[config.mk]
export PLATFORM = sky130hd
export DESIGN_NAME = tsds_ctrl
export DESIGN_NICKNAME = d
export VERILOG_FILES = /design/src/tsds_pkg.sv /design/src/tsds_ctrl.sv
export SDC_FILE = /design/constraint.sdc
export NUM_CORES = 1
export LEC_CHECK = 0
export ABC_AREA = 1
export BUFFER_PORTS_ARGS = -buffer_cell sky130_fd_sc_hd__clkbuf_2
export CORE_UTILIZATION = 58
export CTS_CLUSTER_DIAMETER = 50
export DETAILED_ROUTE_END_ITERATION = 10
export PLACE_DENSITY = 0.85
export SETUP_SLACK_MARGIN = 0.1
export SLEW_MARGIN = 30
export SYNTH_ARGS = -nofsm -noshare
export SYNTH_HDL_FRONTEND = slang
export SYNTH_SLANG_ARGS = --single-unit
[constraint.sdc]
create_clock -name clk -period 2.41 [get_ports clk]
set_input_delay 0.241 -clock clk [delete_from_list [all_inputs] [get_ports clk]]
set_output_delay 0.241 -clock clk [all_outputs]
set_load 0.02 [all_outputs]
[src/tsds_pkg.sv]
// Package for the transparent sprite depth sorter: payload structs, register
// indexes, sizes and the controller/datapath command and status structs.
// No dependencies.
package tsds_pkg;

	localparam int SLOTS    = 64;
	localparam int IDX_W    = $clog2(SLOTS);
	localparam int CAPACITY = SLOTS - 1;

	localparam logic [2:0] REG_CAMERA_X = 3'd0;
	localparam logic [2:0] REG_CAMERA_Y = 3'd1;
	localparam logic [2:0] REG_CAMERA_Z = 3'd2;
	localparam logic [2:0] REG_VIEW_X   = 3'd3;
	localparam logic [2:0] REG_VIEW_Y   = 3'd4;
	localparam logic [2:0] REG_VIEW_Z   = 3'd5;

	localparam logic ACT_ADD   = 1'b0;
	localparam logic ACT_FLUSH = 1'b1;

	typedef struct packed {
		logic              action;
		logic [7:0]        sprite_kind;
		logic [7:0]        sprite_alpha;
		logic signed [31:0] pos_x;
		logic signed [31:0] pos_y;
		logic signed [31:0] pos_z;
	} in_item_t;

	typedef struct packed {
		logic [7:0]        out_kind;
		logic [7:0]        out_alpha;
		logic signed [31:0] out_x;
		logic signed [31:0] out_y;
		logic signed [31:0] out_z;
		logic signed [31:0] out_depth;
		logic              is_last;
	} out_item_t;

	// stored entry minus its key
	typedef struct packed {
		logic [7:0]  kind;
		logic [7:0]  alpha;
		logic [31:0] x;
		logic [31:0] y;
		logic [31:0] z;
	} entry_t;

	typedef struct packed {
		logic             load_item;   // capture request payload
		logic [1:0]       mul_axis;    // axis for depth multiply
		logic             mul_go;      // register one axis product
		logic             acc_clear;
		logic             store;       // write entry and key
		logic             init_order;  // order[idx] = idx
		logic             ord_read;    // register order[idx], order[idx+1]
		logic             cmp_read;    // read keys at the registered order pair
		logic             cmp_swap;    // conditional swap at idx
		logic             emit_read;   // read entry at the registered order[idx]
		logic [IDX_W-1:0] idx;
		logic             clear_count;
	} dp_cmd_t;

	typedef struct packed {
		logic [IDX_W-1:0] count;
		logic             action;
	} dp_stat_t;

	// ((a>>>7)*(b>>>7)) low 32 bits, then >>>2
	function automatic logic [31:0] fpmul_post(input logic [63:0] p);
		logic [31:0] lo;
		lo = p[31:0];
		return 32'($signed(lo) >>> 2);
	endfunction

endpackage

[src/tsds_ctrl.sv]
// Controller of the sprite depth sorter: sequences add, bubble sort and
// emission over the datapath. Depends on tsds_pkg.
module tsds_ctrl (
	input  logic               clk,
	input  logic               arst_n,
	input  logic               in_valid,
	output logic               in_ready,
	output logic               out_valid,
	input  logic               out_ready,
	output logic               out_last,
	input  tsds_pkg::dp_stat_t stat,
	output tsds_pkg::dp_cmd_t  cmd
);
	import tsds_pkg::*;

	localparam logic [3:0] S_IDLE = 4'd0, S_DEC = 4'd1, S_MX = 4'd2, S_MY = 4'd3,
		S_MZ = 4'd4, S_ST = 4'd5, S_INIT = 4'd6, S_CR = 4'd7, S_CS = 4'd8,
		S_ER = 4'd9, S_OUT = 4'd10, S_OR = 4'd11, S_EO = 4'd12;

	logic [3:0]       state_q;
	logic [IDX_W-1:0] idx_q, pass_q, last_idx;

	assign last_idx = stat.count - IDX_W'(1);
	assign in_ready = (state_q == S_IDLE);
	assign out_valid = (state_q == S_OUT);
	assign out_last = (idx_q == last_idx);

	always_comb begin
		cmd = '0;
		cmd.idx = idx_q;
		unique case (state_q)
			S_IDLE: cmd.load_item = in_valid;
			S_MX:   begin cmd.mul_axis = 2'd0; cmd.mul_go = 1'b1; cmd.acc_clear = 1'b1; end
			S_MY:   begin cmd.mul_axis = 2'd1; cmd.mul_go = 1'b1; end
			S_MZ:   begin cmd.mul_axis = 2'd2; cmd.mul_go = 1'b1; end
			S_ST:   cmd.store = 1'b1;
			S_INIT: cmd.init_order = 1'b1;
			S_OR:   cmd.ord_read = 1'b1;
			S_CR:   cmd.cmp_read = 1'b1;
			S_CS:   cmd.cmp_swap = 1'b1;
			S_EO:   cmd.ord_read = 1'b1;
			S_ER:   cmd.emit_read = 1'b1;
			S_OUT:  cmd.clear_count = out_ready && out_last;
			default: cmd.idx = idx_q;
		endcase
	end

	always_ff @(posedge clk or negedge arst_n) begin
		if (!arst_n) begin
			state_q <= S_IDLE;
			idx_q <= '0;
			pass_q <= '0;
		end else begin
			unique case (state_q)
				S_IDLE: if (in_valid) state_q <= S_DEC;
				S_DEC: begin
					idx_q <= '0;
					pass_q <= '0;
					priority if (stat.action == ACT_ADD)
						state_q <= (32'(stat.count) >= CAPACITY) ? S_IDLE : S_MX;
					else if (stat.count == '0) state_q <= S_IDLE;
					else state_q <= S_INIT;
				end
				S_MX: state_q <= S_MY;
				S_MY: state_q <= S_MZ;
				S_MZ: state_q <= S_ST;
				S_ST: state_q <= S_IDLE;
				S_INIT: begin
					idx_q <= idx_q + IDX_W'(1);
					if (idx_q == last_idx) begin
						idx_q <= '0;
						state_q <= (stat.count == IDX_W'(1)) ? S_EO : S_OR;
					end
				end
				S_OR: state_q <= S_CR;
				S_CR: state_q <= S_CS;
				S_CS: begin
					// advance compare index; a pass ends at count-2
					if (idx_q + IDX_W'(2) == stat.count) begin
						idx_q <= '0;
						if (pass_q + IDX_W'(2) == stat.count) state_q <= S_EO;
						else begin pass_q <= pass_q + IDX_W'(1); state_q <= S_OR; end
					end else begin
						idx_q <= idx_q + IDX_W'(1);
						state_q <= S_OR;
					end
				end
				S_EO: state_q <= S_ER;
				S_ER: state_q <= S_OUT;
				S_OUT: if (out_ready) begin
					if (out_last) state_q <= S_IDLE;
					else begin idx_q <= idx_q + IDX_W'(1); state_q <= S_EO; end
				end
				default: state_q <= S_IDLE;
			endcase
		end
	end
endmodule

==> metrics.txt <==
# TYPE chip_impl_metric gauge
chip_impl_metric{name="cts_num_sinks",unit=""} 16
chip_impl_metric{name="post-route-period-util",unit="%"} 87.5
chip_impl_metric{name="post_synth_fa_ha_maj_area_fraction",unit="%"} 4.56
chip_impl_metric{name="finalCoreUtilization",unit="%"} 68.8
chip_impl_metric{name="cells_after_synthesis",unit=""} 324
chip_impl_metric{name="synthesized_area_fraction_occupied_by_and_or_nand_nor_cells",unit="%"} 50.6
chip_impl_metric{name="timing.setup.tns",unit="ns"} 0
chip_impl_info{name="worstReg2RegStart",value="idx_q[2]$_DFFE_PN0P_"} 1
chip_impl_metric{name="worst_pin_slew",unit="ns"} 0.427
chip_impl_metric{name="ctsHoldBuffers",unit=""} 1
chip_impl_info{name="cts_tree",value="yes"} 1
chip_impl_metric{name="syn2layout_area_growth",unit="%"} 11.1
chip_impl_metric{name="crit_path_max_fanout",unit=""} 11
chip_impl_metric{name="report.power.total",unit="mW"} 1.43
chip_impl_metric{name="p_per_area",unit="mW/mm^2"} 672
chip_impl_metric{name="final.min_clock_period",unit="ns"} 2.11
chip_impl_metric{name="gp_routability_congestion",unit=""} 0.873
chip_impl_metric{name="dieWidth",unit="um"} 59.5
chip_impl_metric{name="buffer_ports.inserted",unit=""} 31
chip_impl_info{name="start_kind",value="flop"} 1
chip_impl_metric{name="cts-buffers-inserted",unit=""} 3
chip_impl_metric{name="vertical_die_dimension",unit="um"} 59.5
chip_impl_metric{name="rr_worst_depth",unit=""} 9
chip_impl_metric{name="path_clk_slew",unit="ns"} 0.10
chip_impl_info{name="cp_common_cell",value="nand2_1"} 1
chip_impl_metric{name="design.core.area",unit="mm^2"} 0.00310
chip_impl_metric{name="synthesis.nets",unit=""} 342
chip_impl_metric{name="drt-initial-drc-count",unit=""} 129
chip_impl_metric{name="avgViaCountPerCell",unit=""} 4.99
chip_impl_metric{name="clk-insertion-delay-late",unit="ns"} 0.31
chip_impl_metric{name="timing.critical_path.arrival",unit="ns"} 1.87
chip_impl_metric{name="met2_wirelength",unit="mm"} 2.05
chip_impl_metric{name="global_router_s_overall_resource_usage",unit="%"} 28.1
chip_impl_metric{name="power.ir.vdd_worst",unit="mV"} 0.404
chip_impl_metric{name="final_cell_count_no_fill",unit=""} 400
chip_impl_info{name="synth.largest_area_cell",value="nand2_1"} 1
chip_impl_metric{name="total_number_of_placement_rows",unit=""} 20
chip_impl_info{name="grt_setup_unrepaired",value="no"} 1
chip_impl_metric{name="max-cap-violations",unit=""} 0
chip_impl_metric{name="setup-violations-final",unit=""} 0
chip_impl_metric{name="maxClockFrequency",unit="MHz"} 474
chip_impl_metric{name="antenna_violations_before_repair",unit=""} 0
chip_impl_metric{name="cts-root-to-sink-buffers",unit=""} 2
chip_impl_metric{name="post_synth_num_cell_types",unit=""} 31
chip_impl_metric{name="seq_area_frac_synth",unit="%"} 20.9
chip_impl_metric{name="detailroute.via_count",unit=""} 1995
chip_impl_metric{name="finalHoldViolCount",unit=""} 0
chip_impl_metric{name="finClkSkew",unit="ns"} 0.00249
chip_impl_info{name="combinational_family_with_the_most_area_after_synthesis",value="simple AND/OR/NAND/NOR gates"} 1
chip_impl_metric{name="slew_headroom",unit="%"} 71.6
chip_impl_metric{name="nets",unit=""} 375
chip_impl_metric{name="ys_ff_latch",unit=""} 16
chip_impl_metric{name="first_pass_iters",unit=""} 4
chip_impl_metric{name="met3_wirelength",unit="um"} 215
chip_impl_metric{name="async_reset_ff_share",unit="%"} 100
chip_impl_info{name="crit_path_end_kind",value="output port"} 1
chip_impl_metric{name="syn_area",unit="mm^2"} 0.00192
chip_impl_metric{name="ff2ff_setup_slack",unit="ns"} 0.49
chip_impl_info{name="worst_setup_path_startpoint",value="idx_q[4]$_DFFE_PN0P_"} 1
chip_impl_metric{name="dpl-instance-area",unit="mm^2"} 0.00209
chip_impl_metric{name="worst_ep_required_time",unit="ns"} 2.17
chip_impl_metric{name="yosys_warn_count",unit=""} 0
chip_impl_metric{name="leakage_power_figure",unit="nW"} 1.31
chip_impl_metric{name="synth.area.mux_share",unit="%"} 0
chip_impl_metric{name="final_design_area_no_fill",unit="mm^2"} 0.00213
chip_impl_metric{name="synth-compound-area-share",unit="%"} 5.08
chip_impl_info{name="synth.area.top_cells",value="nand2_1, dfrtp_1, inv_1, nand3_1, nor2_1"} 1
chip_impl_metric{name="drt.antenna.violating_nets",unit=""} 0
chip_impl_metric{name="length_of_routed_wiring_on_met1",unit="mm"} 2.13
chip_impl_info{name="timing.critical_path.max_delay_family",value="simple AND/OR/NAND/NOR gates"} 1
chip_impl_metric{name="cell_count_after_placement",unit=""} 395
chip_impl_metric{name="first_global_vias",unit=""} 1702
chip_impl_metric{name="routed_wl",unit="mm"} 4.45
chip_impl_metric{name="initial_utilization",unit="%"} 61.9
chip_impl_info{name="cp_cell_sequence",value="inv_1, nand2_1, nand2_1, nand2_1, nand3_2, nor2_4, nand3_2, inv_1, clkbuf_2"} 1
chip_impl_metric{name="synth.top_cell.area_share",unit="%"} 24.8
chip_impl_info{name="count_leader_synth",value="nand2_1"} 1
chip_impl_metric{name="report.final.slew_viol_count",unit=""} 0
chip_impl_metric{name="cp_peak_stage_delay",unit="ns"} 0.50
chip_impl_metric{name="drive_above_1_share",unit="%"} 21.1
chip_impl_info{name="run_status",value="finished clean"} 1
chip_impl_metric{name="routedWlPerCell",unit="um"} 11.1
chip_impl_metric{name="synth_xor_xnor_area_share",unit="%"} 5.93
chip_impl_info{name="critPathCapture",value="out_last"} 1
chip_impl_metric{name="num_antenna_cells",unit=""} 0
chip_impl_info{name="min_path_type",value="primary input to flop"} 1
chip_impl_metric{name="globalRoute.totalOverflow",unit=""} 0
chip_impl_metric{name="crit_buf_inv",unit=""} 3
chip_impl_metric{name="num_io_pins",unit=""} 32
chip_impl_metric{name="cts-htree-levels",unit=""} 1
chip_impl_metric{name="postCtsResizedCells",unit=""} 0
chip_impl_info{name="ys_dominant_reg_cell",value="dfrtp_1"} 1
chip_impl_info{name="regToRegEndpoint",value="state_q[1]$_DFFE_PN0P_"} 1
chip_impl_metric{name="hpwl_after_dpl",unit="mm"} 3.51
chip_impl_metric{name="grt_pass1_wl",unit="mm"} 7.51
chip_impl_info{name="kind_of_critical_path",value="flop to output port"} 1
chip_impl_info{name="netlist_top_cells_count",value="nand2_1, inv_1, nand3_1, nor2_1, dfrtp_1"} 1
chip_impl_metric{name="path_depth",unit=""} 9
chip_impl_metric{name="die-area",unit="mm^2"} 0.00354
chip_impl_metric{name="synth_enable_flop_cells",unit=""} 0
chip_impl_info{name="dr.max_layer_used",value="met4"} 1
chip_impl_info{name="timing.critical_path.slowest_stage_cell",value="dfrtp_1"} 1
chip_impl_info{name="cts.root.buffer_cell",value="clkbuf_4"} 1
chip_impl_metric{name="post_cts_buffers",unit=""} 0
chip_impl_metric{name="grt_max_degree",unit=""} 17
chip_impl_metric{name="post_synth.cell_area_avg",unit="um^2"} 5.92
chip_impl_metric{name="drt_drc_violations_left",unit=""} 0
## report_power, final
part           internal, mW  switching [mW]  leakage, nW
sequential            0.315          0.0523        0.218
clock                0.0924           0.101       0.0210
combinational         0.283           0.591         1.07
total                 0.690           0.744         1.31
## sequential cells by signal, indices dropped and copies added (netlist names)
signal and cells:
pass_q 6, state_q 4, idx_q 6
## layout by cell type, fill, tap and decap left out, types with 2 or more instances in the layout
cell type | netlist | layout
o21ai_1 | 3 | 3
ha_1 | 7 | 7
nor2_2 | 5 | 5
nand2_4 | 3 | 3
or2_2 | 3 | 3
buf_4 | 0 | 2
nor3_1 | 3 | 3
clkbuf_4 | 0 | 3
nor2_4 | 3 | 3
inv_1 | 41 | 41
nand3_1 | 27 | 27
dfrtp_1 | 16 | 16
xor2_1 | 9 | 9
clkbuf_2 | 0 | 31
nand2_2 | 7 | 7
nand4_1 | 2 | 2
inv_2 | 10 | 10
xnor2_1 | 4 | 4
o21ai_0 | 5 | 5
nand2_1 | 127 | 127
or2_1 | 2 | 2
a21oi_1 | 2 | 2
nand3_2 | 5 | 5
nor2_1 | 27 | 27
## tightest hold or removal path, delay by kind of cell
family        cells  cell delay, ns
simple gates      2            0.20
buf+inv           2            0.11
## cell type report
type,instances,area [um^2]
Sequential cell,16,400
Multi-Input combinational cell,251,1270
Timing Repair Buffer,34,180
Clock buffer,4,36.3
Fill cell,317,970
Inverter,51,191
Tap cell,44,55.1
## how the worst min path moves through the flow
| stage | start | to | slack, ns | cells after the start |
|---|---|---|---|---|
| 2_1_floorplan | arst_n | idx_q[0]$_DFFE_PN0P_ | -0.05 | 0 |
| 3_3_place_gp | arst_n | pass_q[5]$_DFFE_PN0P_ | 0.19 | 1 |
| 3_5_place_dp | arst_n | pass_q[3]$_DFFE_PN0P_ | 0.19 | 1 |
| 4_1_cts | out_ready | state_q[3]$_DFFE_PN0P_ | 0.27 | 4 |
| 5_1_grt | in_valid | state_q[0]$_DFFE_PN0P_ | 0.31 | 5 |
| 6_report | out_ready | state_q[3]$_DFFE_PN0P_ | 0.27 | 4 |
## logic make-up (layout without fill, tap and decap cells)
group | after synthesis | count (layout)
compound gates | 16 | 16
xor+xnor | 13 | 13
fa+ha+maj | 7 | 7
buf+inv | 57 | 89
flops | 16 | 16
simple gates | 215 | 215
## layer usage
layer | track usage (%) | up-vias
met3 | 6.33 | 7
met4 | 6.64 | 0
li1 | - | 1057
met2 | 44.9 | 50
met1 | 38.5 | 881
met5 | 0 | -
## stage by stage
stage               hold slack, ns  setup slack (ns)
CTS                          0.273             0.294
detailed placement           0.190             0.428
finish                       0.267             0.302
global placement             0.188             0.484
floorplan                  -0.0546             0.673
global route                 0.309             0.146
(Power assumes the default switching activity.)
